--- src/modexp_pkg.sv ---
// Shared constants for the modular exponentiation block.
`default_nettype none

package modexp_pkg;

    // Width of the message, result and configuration fields.
    localparam int FIELD_BITS = 32;

    // Configuration register index port width and register indexes.
    localparam int CFG_INDEX_BITS = 2;
    localparam logic [CFG_INDEX_BITS-1:0] REG_EXPONENT = 2'd0;
    localparam logic [CFG_INDEX_BITS-1:0] REG_MODULUS  = 2'd1;

endpackage

`default_nettype wire

--- src/modexp_if.sv ---
// Valid/ready channel interfaces for the message input and the result output.
`default_nettype none

interface modexp_msg_if;
    logic                             valid;
    logic                             ready;
    logic [modexp_pkg::FIELD_BITS-1:0] message;

    modport source (output valid, output message, input ready);
    modport sink   (input valid, input message, output ready);
endinterface

interface modexp_res_if;
    logic                             valid;
    logic                             ready;
    logic [modexp_pkg::FIELD_BITS-1:0] result;

    modport source (output valid, output result, input ready);
    modport sink   (input valid, input result, output ready);
endinterface

`default_nettype wire

--- src/modexp_modmul.sv ---
// Bit-serial interleaved modular multiplier: p = a * b mod n, one bit of a per cycle.
`default_nettype none

module modexp_modmul #(
    parameter int W = 32
) (
    input  wire logic         clk,
    input  wire logic         rst_n,
    input  wire logic         start,
    input  wire logic [W-1:0] a,
    input  wire logic [W-1:0] b,
    input  wire logic [W-1:0] n,
    output logic              done,
    output logic [W-1:0]      p
);

    localparam int CW = $clog2(W + 1);

    logic [W-1:0]  a_sh_reg;
    logic [W-1:0]  b_reg;
    logic [W-1:0]  n_reg;
    logic [W-1:0]  p_reg;
    logic [CW-1:0] cnt_reg;
    logic          busy_reg;
    logic          done_reg;

    logic [W+1:0]  t;
    logic [W+2:0]  d1;
    logic [W+2:0]  d2;
    logic [W-1:0]  p_next;

    // With p < n and b < n the doubled partial sum plus b stays below 3n,
    // so at most two subtractions of n bring it back into range.
    always_comb
    begin
        t  = {1'b0, p_reg, 1'b0} + (a_sh_reg[W-1] ? {2'b00, b_reg} : {(W+2){1'b0}});
        d1 = {1'b0, t} - {3'b000, n_reg};
        d2 = {1'b0, t} - {2'b00, n_reg, 1'b0};
        if (!d2[W+2])
        begin
            p_next = d2[W-1:0];
        end
        else if (!d1[W+2])
        begin
            p_next = d1[W-1:0];
        end
        else
        begin
            p_next = t[W-1:0];
        end
    end

    always_ff @(posedge clk or negedge rst_n)
    begin
        if (!rst_n)
        begin
            cnt_reg  <= '0;
            busy_reg <= 1'b0;
            done_reg <= 1'b0;
        end
        else
        begin
            done_reg <= 1'b0;
            if (start)
            begin
                cnt_reg  <= CW'(W);
                busy_reg <= 1'b1;
            end
            else if (busy_reg)
            begin
                cnt_reg <= cnt_reg - CW'(1);
                if (cnt_reg == CW'(1))
                begin
                    busy_reg <= 1'b0;
                    done_reg <= 1'b1;
                end
            end
        end
    end

    always_ff @(posedge clk)
    begin
        if (start)
        begin
            a_sh_reg <= a;
            b_reg    <= b;
            n_reg    <= n;
            p_reg    <= '0;
        end
        else if (busy_reg)
        begin
            a_sh_reg <= {a_sh_reg[W-2:0], 1'b0};
            p_reg    <= p_next;
        end
    end

    assign done = done_reg;
    assign p    = p_reg;

endmodule

`default_nettype wire

--- src/modular_exponentiation.sv ---
// Modular exponentiation top level: result = message^exponent mod modulus.
//
// Each message is raised by left-to-right square-and-multiply over all OPERAND_BITS exponent
// bits, with every modular product formed by one bit-serial multiplier. A transaction costs
// one base reduction plus one squaring per exponent bit and one extra product per set bit,
// so at most 2*OPERAND_BITS + 1 products, fewer for sparse exponents; when the modulus is
// zero no product is formed and the result is 0. One message is in work at a time; the
// result sits in an output register, so the next message is taken while it waits. Exponent
// and modulus reset to 1 and should be written only while the block is idle.
`default_nettype none

module modular_exponentiation #(
    parameter int OPERAND_BITS = 32
) (
    input  wire logic                                 clk,
    input  wire logic                                 rst_n,
    input  wire logic                                 cfg_we,
    input  wire logic [modexp_pkg::CFG_INDEX_BITS-1:0] cfg_index,
    input  wire logic [modexp_pkg::FIELD_BITS-1:0]     cfg_data,
    modexp_msg_if.sink                                req,
    modexp_res_if.source                              rsp
);

    localparam int W   = OPERAND_BITS;
    localparam int BIW = $clog2(W);
    localparam logic [BIW-1:0] TOP_BIT = BIW'(W - 1);

    typedef enum logic [2:0] {
        ST_IDLE,
        ST_BASE,
        ST_SQR,
        ST_MUL,
        ST_FINISH
    } state_t;

    state_t                             state_reg;
    logic [modexp_pkg::FIELD_BITS-1:0]  exponent_reg;
    logic [modexp_pkg::FIELD_BITS-1:0]  modulus_reg;
    logic [W-1:0]                       acc_reg;
    logic [W-1:0]                       base_reg;
    logic [BIW-1:0]                     bit_cnt_reg;
    logic [W-1:0]                       mm_a_reg;
    logic [W-1:0]                       mm_b_reg;
    logic                               mm_start_reg;
    logic                               rsp_valid_reg;
    logic [modexp_pkg::FIELD_BITS-1:0]  result_reg;

    logic [W-1:0] e_w;
    logic [W-1:0] n_w;
    logic [W-1:0] one_mod;
    logic         mm_done;
    logic [W-1:0] mm_p;

    assign e_w     = exponent_reg[W-1:0];
    assign n_w     = modulus_reg[W-1:0];
    // 1 mod n is zero only for a modulus of one.
    assign one_mod = (n_w == W'(1)) ? '0 : W'(1);

    always_ff @(posedge clk or negedge rst_n)
    begin
        if (!rst_n)
        begin
            exponent_reg <= modexp_pkg::FIELD_BITS'(1);
            modulus_reg  <= modexp_pkg::FIELD_BITS'(1);
        end
        else if (cfg_we)
        begin
            unique case (cfg_index)
                modexp_pkg::REG_EXPONENT: exponent_reg <= cfg_data;
                modexp_pkg::REG_MODULUS:  modulus_reg  <= cfg_data;
                default: ;
            endcase
        end
    end

    modexp_modmul #(
        .W (W)
    ) u_modmul (
        .clk   (clk),
        .rst_n (rst_n),
        .start (mm_start_reg),
        .a     (mm_a_reg),
        .b     (mm_b_reg),
        .n     (n_w),
        .done  (mm_done),
        .p     (mm_p)
    );

    always_ff @(posedge clk or negedge rst_n)
    begin
        if (!rst_n)
        begin
            state_reg     <= ST_IDLE;
            mm_start_reg  <= 1'b0;
            rsp_valid_reg <= 1'b0;
            result_reg    <= '0;
            acc_reg       <= '0;
            base_reg      <= '0;
            bit_cnt_reg   <= '0;
            mm_a_reg      <= '0;
            mm_b_reg      <= '0;
        end
        else
        begin
            mm_start_reg <= 1'b0;
            if (rsp.ready)
            begin
                rsp_valid_reg <= 1'b0;
            end

            unique case (state_reg)
                ST_IDLE:
                begin
                    if (req.valid)
                    begin
                        bit_cnt_reg <= TOP_BIT;
                        mm_a_reg    <= req.message[W-1:0];
                        mm_b_reg    <= one_mod;
                        if (n_w == '0)
                        begin
                            acc_reg   <= '0;
                            state_reg <= ST_FINISH;
                        end
                        else
                        begin
                            // Reduce the base as message * (1 mod n).
                            acc_reg      <= one_mod;
                            mm_start_reg <= 1'b1;
                            state_reg    <= ST_BASE;
                        end
                    end
                end

                ST_BASE:
                begin
                    if (mm_done)
                    begin
                        base_reg     <= mm_p;
                        mm_a_reg     <= acc_reg;
                        mm_b_reg     <= acc_reg;
                        mm_start_reg <= 1'b1;
                        state_reg    <= ST_SQR;
                    end
                end

                ST_SQR:
                begin
                    if (mm_done)
                    begin
                        acc_reg <= mm_p;
                        if (e_w[bit_cnt_reg])
                        begin
                            mm_a_reg     <= mm_p;
                            mm_b_reg     <= base_reg;
                            mm_start_reg <= 1'b1;
                            state_reg    <= ST_MUL;
                        end
                        else if (bit_cnt_reg == '0)
                        begin
                            state_reg <= ST_FINISH;
                        end
                        else
                        begin
                            bit_cnt_reg  <= bit_cnt_reg - BIW'(1);
                            mm_a_reg     <= mm_p;
                            mm_b_reg     <= mm_p;
                            mm_start_reg <= 1'b1;
                        end
                    end
                end

                ST_MUL:
                begin
                    if (mm_done)
                    begin
                        acc_reg <= mm_p;
                        if (bit_cnt_reg == '0)
                        begin
                            state_reg <= ST_FINISH;
                        end
                        else
                        begin
                            bit_cnt_reg  <= bit_cnt_reg - BIW'(1);
                            mm_a_reg     <= mm_p;
                            mm_b_reg     <= mm_p;
                            mm_start_reg <= 1'b1;
                            state_reg    <= ST_SQR;
                        end
                    end
                end

                ST_FINISH:
                begin
                    // Wait until the output register is free or being emptied.
                    if (!rsp_valid_reg || rsp.ready)
                    begin
                        result_reg    <= modexp_pkg::FIELD_BITS'(acc_reg);
                        rsp_valid_reg <= 1'b1;
                        state_reg     <= ST_IDLE;
                    end
                end

                default:
                begin
                    state_reg <= ST_IDLE;
                end
            endcase
        end
    end

    assign req.ready  = (state_reg == ST_IDLE);
    assign rsp.valid  = rsp_valid_reg;
    assign rsp.result = result_reg;

endmodule

`default_nettype wire

--- src/flat_wrapper.sv ---
// flat-port wrapper written by rule: the top's interface ports become plain ports
module modular_exponentiation_flat 
#(
    parameter int OPERAND_BITS = 32
)
  (clk, rst_n, cfg_we, cfg_index, cfg_data, req_valid, req_message, req_ready, rsp_valid, rsp_result, rsp_ready);
  modexp_msg_if req_i ();
  modexp_res_if rsp_i ();
  input  wire logic clk;
  input  wire logic rst_n;
  input  wire logic cfg_we;
  input  wire logic [modexp_pkg::CFG_INDEX_BITS-1:0] cfg_index;
  input  wire logic [modexp_pkg::FIELD_BITS-1:0] cfg_data;
  input wire logic [$bits(req_i.valid)-1:0] req_valid;
  input wire logic [$bits(req_i.message)-1:0] req_message;
  output wire logic [$bits(req_i.ready)-1:0] req_ready;
  output wire logic [$bits(rsp_i.valid)-1:0] rsp_valid;
  output wire logic [$bits(rsp_i.result)-1:0] rsp_result;
  input wire logic [$bits(rsp_i.ready)-1:0] rsp_ready;
  assign req_i.valid = req_valid;
  assign req_i.message = req_message;
  assign req_ready = req_i.ready;
  assign rsp_valid = rsp_i.valid;
  assign rsp_result = rsp_i.result;
  assign rsp_i.ready = rsp_ready;
  modular_exponentiation #(.OPERAND_BITS(OPERAND_BITS)) u_core (.clk(clk), .rst_n(rst_n), .cfg_we(cfg_we), .cfg_index(cfg_index), .cfg_data(cfg_data), .req(req_i), .rsp(rsp_i));
endmodule
--- config.mk ---
export PLATFORM = sky130hd
export DESIGN_NAME = modular_exponentiation_flat
export DESIGN_NICKNAME = d
export VERILOG_FILES = /design/src/modexp_pkg.sv /design/src/modexp_if.sv /design/src/modexp_modmul.sv /design/src/modular_exponentiation.sv /design/src/flat_wrapper.sv
export SDC_FILE = /design/constraint.sdc
export NUM_CORES = 1
export LEC_CHECK = 0
export BUFFER_PORTS_ARGS = -buffer_cell sky130_fd_sc_hd__buf_2
export CAP_MARGIN = 20
export CORE_MARGIN = 1
export CORE_UTILIZATION = 62
export DETAILED_ROUTE_END_ITERATION = 10
export PLACE_DENSITY_LB_ADDON = 0.1
export REMOVE_ABC_BUFFERS = 1
export SLEW_MARGIN = 20
export SYNTH_ARGS = -nofsm -noshare
export SYNTH_HDL_FRONTEND = slang
export SYNTH_SLANG_ARGS = --single-unit
--- constraint.sdc ---
create_clock -name clk -period 5.65 [get_ports clk]
set_input_delay 0.565 -clock clk [delete_from_list [all_inputs] [get_ports clk]]
set_output_delay 0.565 -clock clk [all_outputs]
set_load 0.005 [all_outputs]
==> flow_summary.toml <==
[logic_synthesis]
synth_top_area_share_pct = 28.70
netlist_area_um2 = 20930
synth_edf_count = 96
yosysWarningCount = 0
yosysTopAreaCell = "dfrtp_1"
async_reset_ff_share_pct = 65.41
synth_cell_types = 82
synth.yosys.seq_area_share_pct = 45.79
synth_common_cells = "dfrtp_1, a21oi_1, mux2_2, nand2_1, nor2_1"
syn_inst = 2023
ys_seq_elements = 370
synth.most_common_cell = "dfrtp_1"
ys.flop_type = "dfrtp_1"
synth.area.top_cells = "dfrtp_1, edfxtp_1, mux2_2"
syn_avg_cell_area_um2 = 10.34

[timing]
tightest_slew_ns = 0.9389
hold-worst-slack_ns = 0.01850
finClkSkew_ns = 0.01851
fin_crit_sh_pct = 96.94
slew_headroom_pct = 37.40
finalSetupViolations = 0
min_period_ns = 5.477
fin_tns_setup_ns = 0
slew_viol_final = 0
setup_slack_ns = 0.1726
fmax_mhz = 182.6
hold_violations = 0

[final_layout]
layout-drive-gt1-share_pct = 22.40
syn_to_final_growth_pct = 13.75
nFillCells = 2422
instances_no_fill = 2617
fin_nets = 2313

[global_route]
grt_pass1_vias = 16420
grt_max_degree = 135
grt_overflow = 0
grt_pass1_wl_mm = 87.51
grt_antenna_before_repair = 2
grtUsageTotal_pct = 32.77

[setup_path]
slowest_stage = "or4bb_1"
crit_fanout = 7
crit_chain = "buf_4 -> and2_1 -> ha_1 -> nor2b_2 -> o31a_1 -> o22ai_4 -> o221a_4 -> o21ai_2 -> buf_4 -> a21oi_1 -> ha_1 -> buf_4 -> o21a_1 -> and2_1 -> a221oi_1 -> o211a_1 -> a21oi_1 -> a31o_2 -> or4bb_1 -> nand4b_1 -> o21ai_0 -> a21oi_1"
start_kind = "flop"
critPathTopFamily = "compound AO/OA/AOI/OAI gates"
cp-end-kind = "flop"
slowest_delay_ns = 0.52
worstSetupPathType = "reg2reg"
cp.required_ns = 6.14
path_buf_inv = 3
worstPathArrival_ns = 5.97

[cts]
numClockSinks = 370
postCtsHoldBufs = 0
cts_tree = "yes"
cts.path.max_buffers = 3
h-tree-depth = 2
path_clk_slew_ns = 0.06
ctsRootBufferMaster = "clkbuf_16"
numCtsBuffers = 41
clk_latency_ns = 0.56

[place]
dp_hpwl_mm = 39.41
io_buffers = 104
dp_cells = 2536
gp_congestion = 0.9585
dpl_worst_slack_ns = 0.09534

[routing]
wl_met3_mm = 2.874
drc = 0
avgRoutedWirePerCell_um = 21.25
ant_nets = 0
post_drt_via_cell_ratio = 6.340
firstDrtPassIters = 8
via_count = 16590
route.met2.wl_mm = 27.78
drt-initial-drc-count = 1339
drt-met1-wl_mm = 23.29
routed_wirelength_mm = 55.61
highest_layer = "met4"

[die]
die_area_um2 = 34490
coreArea_um2 = 32870
chipWidth_um = 185.7
initial_core_util_pct = 63.67
pin_count = 105
die_y_um = 185.7
std_cell_rows = 66

[run_status]
status = "complete, no violations"

[min_path]
worst_hold_path_type = "in2async"

[job]
cap_violations = 0
[cell families after synthesis]
| logic type | share of synthesized area (%) |
|---|---|
| xor+xnor | 3.139 |
| simple gates | 11.98 |
| buf+inv | 3.228 |
| fa+ha+maj | 6.146 |
| flops | 45.78 |
| mux | 12.32 |
| compound gates | 17.40 |
[stage by stage]
stage / utilization [%] / area (um^2)
after global placement: 67.47 / 22180
after CTS: 71.82 / 23600
after detailed placement: 67.47 / 22180
after floorplan: - / 20480
final: 72.43 / 23800
after global routing: 72.42 / 23800
[worst register-to-register path, delay by kind of cell, from the launching register on]
kind	cells	cell delay [ns]
adders and majority gates	2	0.63
and+or+nand+nor	5	1.12
buffers and inverters	3	0.51
AOI/OAI and AO/OA	12	2.70
DFF	1	0.47
[metal layers]
| metal | global-route usage, % | vias up |
|---|---|---|
| li1 | - | 7686 |
| met1 | 42.28 | 8215 |
| met2 | 56.39 | 568 |
| met3 | 4.011 | 122 |
| met4 | 12.33 | 0 |
| met5 | 0 | - |
[layout by cell type, fill, tap and decap left out, drive strengths merged, types with 10 or more instances in the layout]
cell | netlist | routed
dfrtp | 240 | 240
a21oi | 188 | 188
buf | 22 | 176
mux2 | 169 | 169
nand2 | 168 | 168
nor2 | 154 | 154
o21ai | 109 | 109
ha | 98 | 98
edfxtp | 96 | 96
inv | 62 | 65
clkbuf | 79 | 58
nand3 | 53 | 53
xnor2 | 50 | 50
mux2i | 45 | 45
and2 | 38 | 38
a21o | 37 | 37
a22o | 35 | 35
o22a | 33 | 33
dfxtp | 32 | 32
xor2 | 25 | 25
and3 | 22 | 22
nand2b | 19 | 19
nor3 | 19 | 19
a31oi | 18 | 18
a22oi | 18 | 18
a211oi | 17 | 17
o21a | 15 | 15
o21bai | 12 | 12
nand4 | 12 | 12
nor4 | 12 | 12
mux4 | 10 | 10
o211ai | 10 | 10
nor2b | 10 | 10
clkinv | 0 | 10
[repair_timing]
item,CTS,global route
setup endpoints to repair,0,32
setup buffers,0,3
resized for setup,0,33
[area by class of cell]
cell class | count | area [um^2] | share of cell area [%]
Antenna cell | 1 | 2.502 | 0.01051
Clock buffer | 58 | 1245 | 5.230
Clock inverter | 18 | 183.9 | 0.7727
Inverter | 62 | 232.7 | 0.9777
Multi-Input combinational cell | 1490 | 10870 | 45.66
Sequential cell | 370 | 9585 | 40.27
Tap cell | 442 | 553.0 | 2.323
Timing Repair Buffer | 176 | 1134 | 4.762
[path summary, 6_finish.rpt]
| kind | from | to | slack (ns) | depth (start not counted) |
|---|---|---|---|---|
| max in group asynchronous | rst_n | u_core.rsp.result[7] | 4.33 | 2 |
| min in group clk | cfg_data[29] | u_core.e_w[29] | 0.26 | 2 |
| worst max-delay path | u_core.u_modmul.a_sh_reg[31] | u_core.u_modmul.p[31] | 0.17 | 22 |
| worst max register to register | u_core.u_modmul.a_sh_reg[31] | u_core.u_modmul.p[31] | 0.17 | 22 |
| worst min-delay path | rst_n | u_core.u_modmul.cnt_reg[1] | 0.02 | 1 |
| worst min register to register | u_core.modulus_reg[10] | u_core.u_modmul.n_reg[10] | 0.47 | 0 |
Power is left out: the tool's default activity adds up to more than one toggle a clock period on the data nets, which glitch-free logic cannot reach.
